### config.mk
export PLATFORM = sky130hd
export DESIGN_NAME = tap_tempo_triangle_fader_top
export DESIGN_NICKNAME = d
export VERILOG_FILES = /design/src/tttf_pkg.sv /design/src/tttf_ctrl.sv /design/src/tttf_datapath.sv /design/src/tap_tempo_triangle_fader_top.sv
export SDC_FILE = /design/constraint.sdc
export NUM_CORES = 2
export LEC_CHECK = 0
export ABC_AREA = 1
export BUFFER_PORTS_ARGS = -buffer_cell sky130_fd_sc_hd__buf_2
export CAP_MARGIN = 0
export CORE_UTILIZATION = 38
export CTS_CLUSTER_SIZE = 28
export DETAILED_ROUTE_END_ITERATION = 12
export GPL_TIMING_DRIVEN = 1
export PLACE_DENSITY = 0.54
export SLEW_MARGIN = 20
export SYNTH_ARGS = -nofsm -noshare
export SYNTH_HDL_FRONTEND = slang
export SYNTH_SLANG_ARGS = --single-unit
### constraint.sdc
create_clock -name clk -period 18.2 [get_ports clk]
set_input_delay 2.73 -clock clk [delete_from_list [all_inputs] [get_ports clk]]
set_output_delay 2.73 -clock clk [all_outputs]
set_load 0.01 [all_outputs]
### src/tttf_pkg.sv
// ----------------------------------------------------------------------------
// tttf_pkg
// Shared types and constants of the tap tempo triangle fader: register
// indexes, reset values, controller states and the control/status bundles.
// ----------------------------------------------------------------------------
`default_nettype none

package tttf_pkg;

  // default fixed-point and time-stamp widths
  localparam int DEF_PHASE_FRAC_BITS = 16;
  localparam int DEF_TIME_BITS       = 32;

  // field widths
  localparam int INTENSITY_W = 16;
  localparam int PERIOD_W    = 12;
  localparam int DEBOUNCE_W  = 8;
  localparam int NOW_W       = 32;
  localparam int CFG_INDEX_W = 3;
  localparam int CFG_DATA_W  = 16;

  // configuration register indexes
  localparam logic [CFG_INDEX_W-1:0] REG_INTENSITY_LOW  = 3'd0;
  localparam logic [CFG_INDEX_W-1:0] REG_INTENSITY_HIGH = 3'd1;
  localparam logic [CFG_INDEX_W-1:0] REG_MIN_PERIOD     = 3'd2;
  localparam logic [CFG_INDEX_W-1:0] REG_MAX_PERIOD     = 3'd3;
  localparam logic [CFG_INDEX_W-1:0] REG_DEBOUNCE       = 3'd4;

  // reset values
  localparam logic [INTENSITY_W-1:0] RST_INTENSITY_LOW  = 16'd0;
  localparam logic [INTENSITY_W-1:0] RST_INTENSITY_HIGH = 16'd65535;
  localparam logic [PERIOD_W-1:0]    RST_MIN_PERIOD     = 12'd60;
  localparam logic [PERIOD_W-1:0]    RST_MAX_PERIOD     = 12'd3000;
  localparam logic [DEBOUNCE_W-1:0]  RST_DEBOUNCE       = 8'd50;
  localparam logic [PERIOD_W-1:0]    RST_PERIOD         = 12'd1000;

  // operation codes
  localparam logic OP_FADE  = 1'b0;
  localparam logic OP_PRESS = 1'b1;

  // controller states
  typedef enum logic [2:0] {
    ST_IDLE,
    ST_DIVIDE,
    ST_UPDATE,
    ST_MULT,
    ST_SCALE
  } state_t;

  // commands from controller to datapath
  typedef struct packed {
    logic load;       // take the input beat
    logic div_step;   // one quotient bit
    logic phase_upd;  // reflect and store the new phase
    logic mul;        // register span * phase
    logic emit;       // write the result register
  } ctrl_t;

  // status from datapath to controller
  typedef struct packed {
    logic div_last;   // final quotient bit this cycle
    logic out_free;   // result register can take a new beat
  } stat_t;

endpackage

`default_nettype wire

### src/tttf_ctrl.sv
// ----------------------------------------------------------------------------
// tttf_ctrl
// Sequencer of the fader: accepts one beat, runs the divider and phase
// update for a fade event, then multiply, scale and result write.
// ----------------------------------------------------------------------------
`default_nettype none

module tttf_ctrl (
  input  wire logic            clk,
  input  wire logic            rst,
  input  wire logic            in_valid,
  input  wire logic            operation,
  output logic                 in_stall,
  input  wire tttf_pkg::stat_t stat,
  output tttf_pkg::ctrl_t      ctrl
);

  tttf_pkg::state_t state, state_next;

  // state register
  always_ff @(posedge clk) begin
    if (rst) begin
      state <= tttf_pkg::ST_IDLE;
    end else begin
      state <= state_next;
    end
  end

  // next state and commands
  always_comb begin
    state_next = state;
    ctrl       = '0;
    in_stall   = 1'b1;
    unique case (state)
      tttf_pkg::ST_IDLE: begin
        in_stall = 1'b0;
        if (in_valid) begin
          ctrl.load  = 1'b1;
          state_next = (operation == tttf_pkg::OP_PRESS) ? tttf_pkg::ST_MULT
                                                         : tttf_pkg::ST_DIVIDE;
        end
      end
      tttf_pkg::ST_DIVIDE: begin
        ctrl.div_step = 1'b1;
        if (stat.div_last) begin
          state_next = tttf_pkg::ST_UPDATE;
        end
      end
      tttf_pkg::ST_UPDATE: begin
        ctrl.phase_upd = 1'b1;
        state_next     = tttf_pkg::ST_MULT;
      end
      tttf_pkg::ST_MULT: begin
        ctrl.mul   = 1'b1;
        state_next = tttf_pkg::ST_SCALE;
      end
      tttf_pkg::ST_SCALE: begin
        if (stat.out_free) begin
          ctrl.emit  = 1'b1;
          state_next = tttf_pkg::ST_IDLE;
        end
      end
      default: begin
        state_next = tttf_pkg::ST_IDLE;
      end
    endcase
  end

endmodule

`default_nettype wire

### src/tttf_datapath.sv
// ----------------------------------------------------------------------------
// tttf_datapath
// Configuration registers, fader state, bit-serial step divider, phase
// reflection, intensity multiplier and the result register.
// ----------------------------------------------------------------------------
`default_nettype none

module tttf_datapath #(
  parameter int PHASE_FRAC_BITS = tttf_pkg::DEF_PHASE_FRAC_BITS,
  parameter int TIME_BITS       = tttf_pkg::DEF_TIME_BITS
) (
  input  wire logic                                clk,
  input  wire logic                                rst,
  input  wire logic                                cfg_we,
  input  wire logic [tttf_pkg::CFG_INDEX_W-1:0]    cfg_index,
  input  wire logic [tttf_pkg::CFG_DATA_W-1:0]     cfg_data,
  input  wire logic                                operation,
  input  wire logic [tttf_pkg::NOW_W-1:0]          now_ms,
  input  wire tttf_pkg::ctrl_t                     ctrl,
  output tttf_pkg::stat_t                          stat,
  output logic                                     out_valid,
  input  wire logic                                out_stall,
  output logic [tttf_pkg::INTENSITY_W-1:0]         intensity,
  output logic [tttf_pkg::PERIOD_W-1:0]            period_ms,
  output logic                                     tempo_updated,
  output logic                                     press_accepted
);

  localparam int F   = PHASE_FRAC_BITS;
  localparam int TB  = TIME_BITS;
  localparam int PHW = F + 1;           // phase, 0 .. ONE
  localparam int QW  = F + 2;           // saturating quotient
  localparam int W   = F + 3;           // phase arithmetic
  localparam int D   = TB + F + 1;      // dividend bits
  localparam int CW  = $clog2(D);
  localparam int PW  = tttf_pkg::INTENSITY_W + 1 + F + 2;
  localparam int RW  = tttf_pkg::PERIOD_W + 1;

  localparam logic [W-1:0]   ONE_W = W'(1) << F;
  localparam logic [W-1:0]   TWO_W = W'(1) << (F + 1);
  localparam logic [PHW-1:0] ONE_P = PHW'(1) << F;

  // configuration registers
  logic [tttf_pkg::INTENSITY_W-1:0] intensity_low;
  logic [tttf_pkg::INTENSITY_W-1:0] intensity_high;
  logic [tttf_pkg::PERIOD_W-1:0]    min_period;
  logic [tttf_pkg::PERIOD_W-1:0]    max_period;
  logic [tttf_pkg::DEBOUNCE_W-1:0]  debounce_window;

  // fader state
  logic [PHW-1:0]                phase;
  logic                          falling;
  logic [TB-1:0]                 last_fade_time;
  logic [tttf_pkg::PERIOD_W-1:0] period;
  logic [TB-1:0]                 last_press_stamp;
  logic [TB-1:0]                 last_tap_stamp;
  logic                          updated;
  logic                          accepted;

  // divider
  logic [D-1:0]  dividend;
  logic [RW-1:0] rem;
  logic [QW-1:0] quot;
  logic          sticky;
  logic [CW-1:0] cnt;

  // multiplier
  logic signed [PW-1:0] prod;

  // configuration writes
  always_ff @(posedge clk) begin
    if (rst) begin
      intensity_low   <= tttf_pkg::RST_INTENSITY_LOW;
      intensity_high  <= tttf_pkg::RST_INTENSITY_HIGH;
      min_period      <= tttf_pkg::RST_MIN_PERIOD;
      max_period      <= tttf_pkg::RST_MAX_PERIOD;
      debounce_window <= tttf_pkg::RST_DEBOUNCE;
    end else if (cfg_we) begin
      unique case (cfg_index)
        tttf_pkg::REG_INTENSITY_LOW:  intensity_low   <= cfg_data;
        tttf_pkg::REG_INTENSITY_HIGH: intensity_high  <= cfg_data;
        tttf_pkg::REG_MIN_PERIOD:     min_period      <= cfg_data[tttf_pkg::PERIOD_W-1:0];
        tttf_pkg::REG_MAX_PERIOD:     max_period      <= cfg_data[tttf_pkg::PERIOD_W-1:0];
        tttf_pkg::REG_DEBOUNCE:       debounce_window <= cfg_data[tttf_pkg::DEBOUNCE_W-1:0];
        default: ;
      endcase
    end
  end

  // input beat decode
  logic [TB-1:0]                 now_in;
  logic [TB-1:0]                 fade_base;
  logic [TB-1:0]                 elapsed;
  logic [TB-1:0]                 press_gap;
  logic [TB-1:0]                 tap_gap;
  logic [tttf_pkg::PERIOD_W-1:0] lo_limit;
  logic                          press_ok;
  logic                          tap_in_range;

  always_comb begin
    now_in       = now_ms[TB-1:0];
    fade_base    = (last_fade_time == '0) ? now_in : last_fade_time;
    elapsed      = now_in - fade_base;
    press_gap    = now_in - last_press_stamp;
    tap_gap      = now_in - last_tap_stamp;
    lo_limit     = (min_period == '0) ? tttf_pkg::PERIOD_W'(1) : min_period;
    press_ok     = press_gap >= TB'(debounce_window);
    tap_in_range = (last_tap_stamp != '0) && (tap_gap >= TB'(lo_limit))
                   && (tap_gap <= TB'(max_period));
  end

  // restoring divider step
  logic [RW-1:0] rem_sh;
  logic          q_bit;

  always_comb begin
    rem_sh = {rem[RW-2:0], dividend[D-1]};
    q_bit  = rem_sh >= {1'b0, period};
  end

  // phase reflection
  logic [W-1:0]   ph_w;
  logic [W-1:0]   step_w;
  logic [W-1:0]   sum_w;
  logic [W-1:0]   top_w;
  logic [W-1:0]   bot_w;
  logic [PHW-1:0] phase_next;
  logic           falling_next;

  always_comb begin
    ph_w         = W'(phase);
    step_w       = sticky ? W'({QW{1'b1}}) : W'(quot);
    sum_w        = ph_w + step_w;
    top_w        = TWO_W - sum_w;
    bot_w        = step_w - ph_w;
    phase_next   = phase;
    falling_next = falling;
    if (!falling) begin
      if (sum_w >= ONE_W) begin
        // reflect at full scale, clamp an overshoot past zero
        falling_next = 1'b1;
        phase_next   = (sum_w > TWO_W) ? '0 : top_w[PHW-1:0];
      end else begin
        phase_next = sum_w[PHW-1:0];
      end
    end else begin
      if (step_w > ph_w) begin
        // reflect at zero, clamp an overshoot past full scale
        falling_next = 1'b0;
        phase_next   = (bot_w > ONE_W) ? ONE_P : bot_w[PHW-1:0];
      end else begin
        phase_next = PHW'(ph_w - step_w);
      end
    end
  end

  // scaled intensity, product truncated toward zero
  logic signed [tttf_pkg::INTENSITY_W:0] span;
  logic signed [F+1:0]                   phase_s;
  logic signed [PW-1:0]                  prod_adj;
  logic signed [PW-1:0]                  prod_sh;
  logic [tttf_pkg::INTENSITY_W-1:0]      intensity_next;

  always_comb begin
    span     = $signed({1'b0, intensity_high}) - $signed({1'b0, intensity_low});
    phase_s  = $signed({1'b0, phase});
    prod_adj = prod[PW-1] ? (prod + $signed({{(PW-F){1'b0}}, {F{1'b1}}})) : prod;
    prod_sh  = prod_adj >>> F;
    intensity_next = intensity_low + prod_sh[tttf_pkg::INTENSITY_W-1:0];
  end

  // fader state and tap tracking
  always_ff @(posedge clk) begin
    if (rst) begin
      phase            <= '0;
      falling          <= 1'b0;
      last_fade_time   <= '0;
      period           <= tttf_pkg::RST_PERIOD;
      last_press_stamp <= '0;
      last_tap_stamp   <= '0;
      updated          <= 1'b0;
      accepted         <= 1'b0;
    end else begin
      if (ctrl.load) begin
        updated  <= 1'b0;
        accepted <= 1'b0;
        if (operation == tttf_pkg::OP_FADE) begin
          last_fade_time <= now_in;
        end else if (press_ok) begin
          accepted         <= 1'b1;
          last_press_stamp <= now_in;
          last_tap_stamp   <= now_in;
          if (tap_in_range) begin
            period  <= tap_gap[tttf_pkg::PERIOD_W-1:0];
            updated <= 1'b1;
          end
        end
      end
      if (ctrl.phase_upd) begin
        phase   <= phase_next;
        falling <= falling_next;
      end
    end
  end

  // divider registers
  always_ff @(posedge clk) begin
    if (ctrl.load) begin
      dividend <= {elapsed, {(F + 1){1'b0}}};
      rem      <= '0;
      quot     <= '0;
      sticky   <= 1'b0;
      cnt      <= CW'(D - 1);
    end else if (ctrl.div_step) begin
      dividend <= {dividend[D-2:0], 1'b0};
      rem      <= q_bit ? (rem_sh - {1'b0, period}) : rem_sh;
      quot     <= {quot[QW-2:0], q_bit};
      sticky   <= sticky | quot[QW-1];
      cnt      <= cnt - CW'(1);
    end
  end

  // product register
  always_ff @(posedge clk) begin
    if (ctrl.mul) begin
      prod <= span * phase_s;
    end
  end

  // result register
  always_ff @(posedge clk) begin
    if (rst) begin
      out_valid <= 1'b0;
    end else if (ctrl.emit) begin
      out_valid <= 1'b1;
    end else if (!out_stall) begin
      out_valid <= 1'b0;
    end
  end

  always_ff @(posedge clk) begin
    if (ctrl.emit) begin
      intensity      <= intensity_next;
      period_ms      <= period;
      tempo_updated  <= updated;
      press_accepted <= accepted;
    end
  end

  // status
  always_comb begin
    stat.div_last = cnt == '0;
    stat.out_free = !out_valid || !out_stall;
  end

endmodule

`default_nettype wire

### src/tap_tempo_triangle_fader_top.sv
// ----------------------------------------------------------------------------
// tap_tempo_triangle_fader_top
// Order: a press beat runs multiply and scale after acceptance; a fade beat
// first runs the one-bit-per-cycle step divider and the phase update. The
// result is written once the result register is free. Throughput: one beat
// at a time; the next beat is taken the cycle after the result is written.
// Synchronous reset restores the configuration, fader and sequencer state.
// ----------------------------------------------------------------------------
`default_nettype none

module tap_tempo_triangle_fader_top #(
  parameter int PHASE_FRAC_BITS = tttf_pkg::DEF_PHASE_FRAC_BITS,
  parameter int TIME_BITS       = tttf_pkg::DEF_TIME_BITS
) (
  input  wire logic                             clk,
  input  wire logic                             rst,
  input  wire logic                             cfg_we,
  input  wire logic [tttf_pkg::CFG_INDEX_W-1:0] cfg_index,
  input  wire logic [tttf_pkg::CFG_DATA_W-1:0]  cfg_data,
  input  wire logic                             in_valid,
  output logic                                  in_stall,
  input  wire logic                             operation,
  input  wire logic [tttf_pkg::NOW_W-1:0]       now_ms,
  output logic                                  out_valid,
  input  wire logic                             out_stall,
  output logic [tttf_pkg::INTENSITY_W-1:0]      intensity,
  output logic [tttf_pkg::PERIOD_W-1:0]         period_ms,
  output logic                                  tempo_updated,
  output logic                                  press_accepted
);

  tttf_pkg::ctrl_t ctrl;
  tttf_pkg::stat_t stat;

  // sequencer
  tttf_ctrl u_ctrl (
    .clk       (clk),
    .rst       (rst),
    .in_valid  (in_valid),
    .operation (operation),
    .in_stall  (in_stall),
    .stat      (stat),
    .ctrl      (ctrl)
  );

  // datapath
  tttf_datapath #(
    .PHASE_FRAC_BITS (PHASE_FRAC_BITS),
    .TIME_BITS       (TIME_BITS)
  ) u_datapath (
    .clk            (clk),
    .rst            (rst),
    .cfg_we         (cfg_we),
    .cfg_index      (cfg_index),
    .cfg_data       (cfg_data),
    .operation      (operation),
    .now_ms         (now_ms),
    .ctrl           (ctrl),
    .stat           (stat),
    .out_valid      (out_valid),
    .out_stall      (out_stall),
    .intensity      (intensity),
    .period_ms      (period_ms),
    .tempo_updated  (tempo_updated),
    .press_accepted (press_accepted)
  );

endmodule

`default_nettype wire

==> impl_metrics.yaml <==
run_status:
  status: "finished, final reports clean"
synthesis:
  synth_top_area_frac: 0.1466
  ys_seq_area_frac: 0.2171
  synth_area_per_cell_um2: 7.229
  synth_edf_count: 95
  yosysWarnings: 0
  synth_area_leaders: "fa_1 15%, dfxtp_1 13%, ha_1 13%"
  ys_ff_latch: 296
  synthTopCellsByCount: "986 x nand2_1, 773 x inv_1, 372 x nor2_1"
  syn_nets: 4990
  yosysMostFrequentCell: "nand2_1"
  syn_inst: 4382
  async_flop_share: 0
  ys_types: 62
  synth_ff_type: "dfxtp_1"
  synth_top_cell_by_area: "fa_1"
  synth_area_um2: 31680
clock_network:
  clkTransAtPathRegs_ns: 0.06
  numCtsBuffers: 38
  clock-sinks: 296
  cts_tree: "built"
  htreeDepth: 2
  cts_hold_buf: 0
  clock_latency_ns: 0.56
  cts.path.max_buffers: 3
  cts-root-buf: "clkbuf_16"
  cts_resized: 0
  post_cts_buffers: 0
final_layout:
  nFillCells: 8732
  area_growth_pct: 8.294
  stdcell_count: 5508
  layout.nets: 5012
  ff_latch_area_um2: 6877
  multi_input_area_um2: 21180
  drive_gt1_frac: 0.07376
drt:
  vias: 27876
  drtAntennaViolNets: 0
  wl_per_cell_um: 17.07
  first_iter_violations: 1626
  via_per_inst: 5.061
  dr.pass1.iters: 6
  wirelength_um: 94010
  drc: 0
critical_path:
  r2r_cells: 37
  path_class: "flop to flop"
  startpoint_type: "flop"
  required_ns: 18.50
  critical_path.endpoint_type: "flop"
  cp_max_fo: 17
  critPathArrivalTime_ns: 8.88
  crit_path_top_delay_cell: "fa_1"
  timing.critical_path.mode_cell: "nand2_1"
  critPathMaxStageDelay_ns: 0.55
worst_hold_path:
  whs_path_depth: 0
  hp-class: "flop to flop"
placed_design:
  dpl.cell_count: 5434
  dp_hpwl_um: 75320
  gp_congestion: 0.9292
  port_buffers: 88
grt:
  track_usage: 0.2230
  grt_pass1_wl_um: 150600
  antenna_found_initial: 13
  grt_max_degree: 93
  grt_pass1_vias: 27806
  overflow: 0
timing:
  clock_skew_ns: 0.01986
  maxSlewViolCount: 0
  post-route-min-period_ns: 8.579
  rsz0062_at_grt: "no"
  tightest_slew_ns: 1.128
  max_freq_mhz: 116.6
  hold_viol_final: 0
  fin_crit_sh: 0.4714
  fin_setup_tns_ns: 0
  setup_violations: 0
  slew-limit-headroom: 0.2469
die:
  initial_utilization: 0.3852
  die_width_um: 290.7
  dieArea_um2: 84520
  rows: 105
  ios: 89
  design.core.area_um2: 82240
  die_h_um: 290.7
power:
  p_sw_w: 0.002013
  pwr-share-comb: 0.592
  intPower_w: 0.002092
  seqPwrFrac: 0.220
  ir_drop_uv: 116.7
  clkPwrFrac: 0.188
  p_sw_frac: 0.4903
  power.leakage_nw: 17.66
  power_density_nw_per_um2: 119.7
run:
  max_cap_viol_count: 0
-- logic make-up after synthesis --
kind of cell	after synthesis	synth area share
and+or+nand+nor	1789	0.2392
buffers and inverters	933	0.1153
AOI/OAI and AO/OA	692	0.1212
adders and majority gates	551	0.2726
DFF	296	0.2171
xor gates and xnor gates	121	0.03464
-- worst max-delay path: cells and delay by family, from the launching register on --
kind / cells / cell delay [ns]
buffers and inverters: 6 / 0.64
DFF: 1 / 0.30
AOI/OAI and AO/OA: 6 / 0.84
xor gates and xnor gates: 1 / 0.14
adders and majority gates: 9 / 4.11
and+or+nand+nor: 15 / 2.26
-- cell usage in the layout (no fill, tap or decap), types with 19 or more instances in the layout --
| cell type | netlist | layout |
|---|---|---|
| nand2_1 | 986 | 985 |
| inv_1 | 773 | 771 |
| nor2_1 | 372 | 370 |
| a21oi_1 | 346 | 345 |
| ha_1 | 319 | 319 |
| fa_1 | 232 | 232 |
| nand3_1 | 221 | 221 |
| dfxtp_1 | 201 | 201 |
| o21ai_0 | 174 | 174 |
| edfxtp_1 | 95 | 95 |
| buf_2 | 9 | 88 |
| xor2_1 | 75 | 75 |
| nand4_1 | 44 | 44 |
| clkbuf_16 | 0 | 42 |
| xnor2_1 | 41 | 41 |
| nor3_1 | 33 | 32 |
| or2_2 | 32 | 32 |
| o21ai_1 | 32 | 32 |
| a21oi_2 | 27 | 27 |
| nand2_2 | 24 | 24 |
| inv_2 | 21 | 23 |
| buf_4 | 14 | 19 |
-- final cells by class --
type,count,area share
flip-flops and latches,296,0.2004
clock inverters,13,0.002991
multi-input cells,3153,0.6175
well taps,1070,0.03902
clock buffers,56,0.03421
diodes,5,0.0003647
inverters,808,0.08848
repair buffers,107,0.01700
-- per-stage QoR --
stage / worst slack, ns / total power (W) / util / instance area, µm² / hold slack (ns)
2_1_floorplan: 10.70 / 0.002693 / - / 31680 / 0.4086
3_3_place_gp: 9.785 / 0.003321 / 0.4014 / 33010 / 0.4147
3_5_place_dp: 9.648 / 0.003327 / 0.4014 / 33010 / 0.4260
4_1_cts: 9.620 / 0.004128 / 0.4169 / 34290 / 0.4415
5_1_grt: 8.956 / 0.004504 / 0.4171 / 34300 / 0.4461
6_report: 9.621 / 0.004105 / 0.4171 / 34310 / 0.4348
-- layer usage --
layer | vias to the layer above | routed length (µm) | global-route usage
met1 | 13120 | 40590 | 0.2792
met4 | 16 | 2639 | 0.06556
met3 | 157 | 4999 | 0.03227
met5 | - | 103 | 0
li1 | 13991 | - | -
met2 | 592 | 45680 | 0.3946
-- path summary, 6_finish.rpt --
check                                            start                             endpoint  slack [ns]
max          u_datapath.intensity_high[0]$_SDFFE_PP1P_        u_datapath.prod[28]$_DFFE_PP_        9.62
min                   u_datapath.accepted$_SDFFE_PP0P_  u_datapath.press_accepted$_DFFE_PP_        0.43
max reg2reg  u_datapath.intensity_high[0]$_SDFFE_PP1P_        u_datapath.prod[28]$_DFFE_PP_        9.62
min reg2reg           u_datapath.accepted$_SDFFE_PP0P_  u_datapath.press_accepted$_DFFE_PP_        0.43
-- power by group through the flow --
stage          logic, W  clock network, W  registers [W]
2_1_floorplan   0.00180                 0       0.000890
3_3_place_gp    0.00241                 0       0.000915
3_5_place_dp    0.00241                 0       0.000915
4_1_cts         0.00243          0.000796       0.000903
5_1_grt         0.00277          0.000820       0.000915
6_report        0.00243          0.000772       0.000902
-- flip-flops by register name (all words and copies together), names as in the netlist, 3 cells and up --
signal,flops
u_datapath.period_ms,12
u_datapath.prod,33
u_datapath.quot,18
u_datapath.debounce_window,8
u_datapath.phase,17
u_datapath.intensity_high,16
u_datapath.max_period,12
u_datapath.intensity,16
u_datapath.min_period,12
u_datapath.intensity_low,16
u_datapath.period,12
u_datapath.last_tap_stamp,32
u_datapath.last_fade_time,32
u_datapath.dividend,32
u_ctrl.state,3
u_datapath.rem,12
u_datapath.cnt,6
Note: power is estimated with default switching activity, not from simulation.
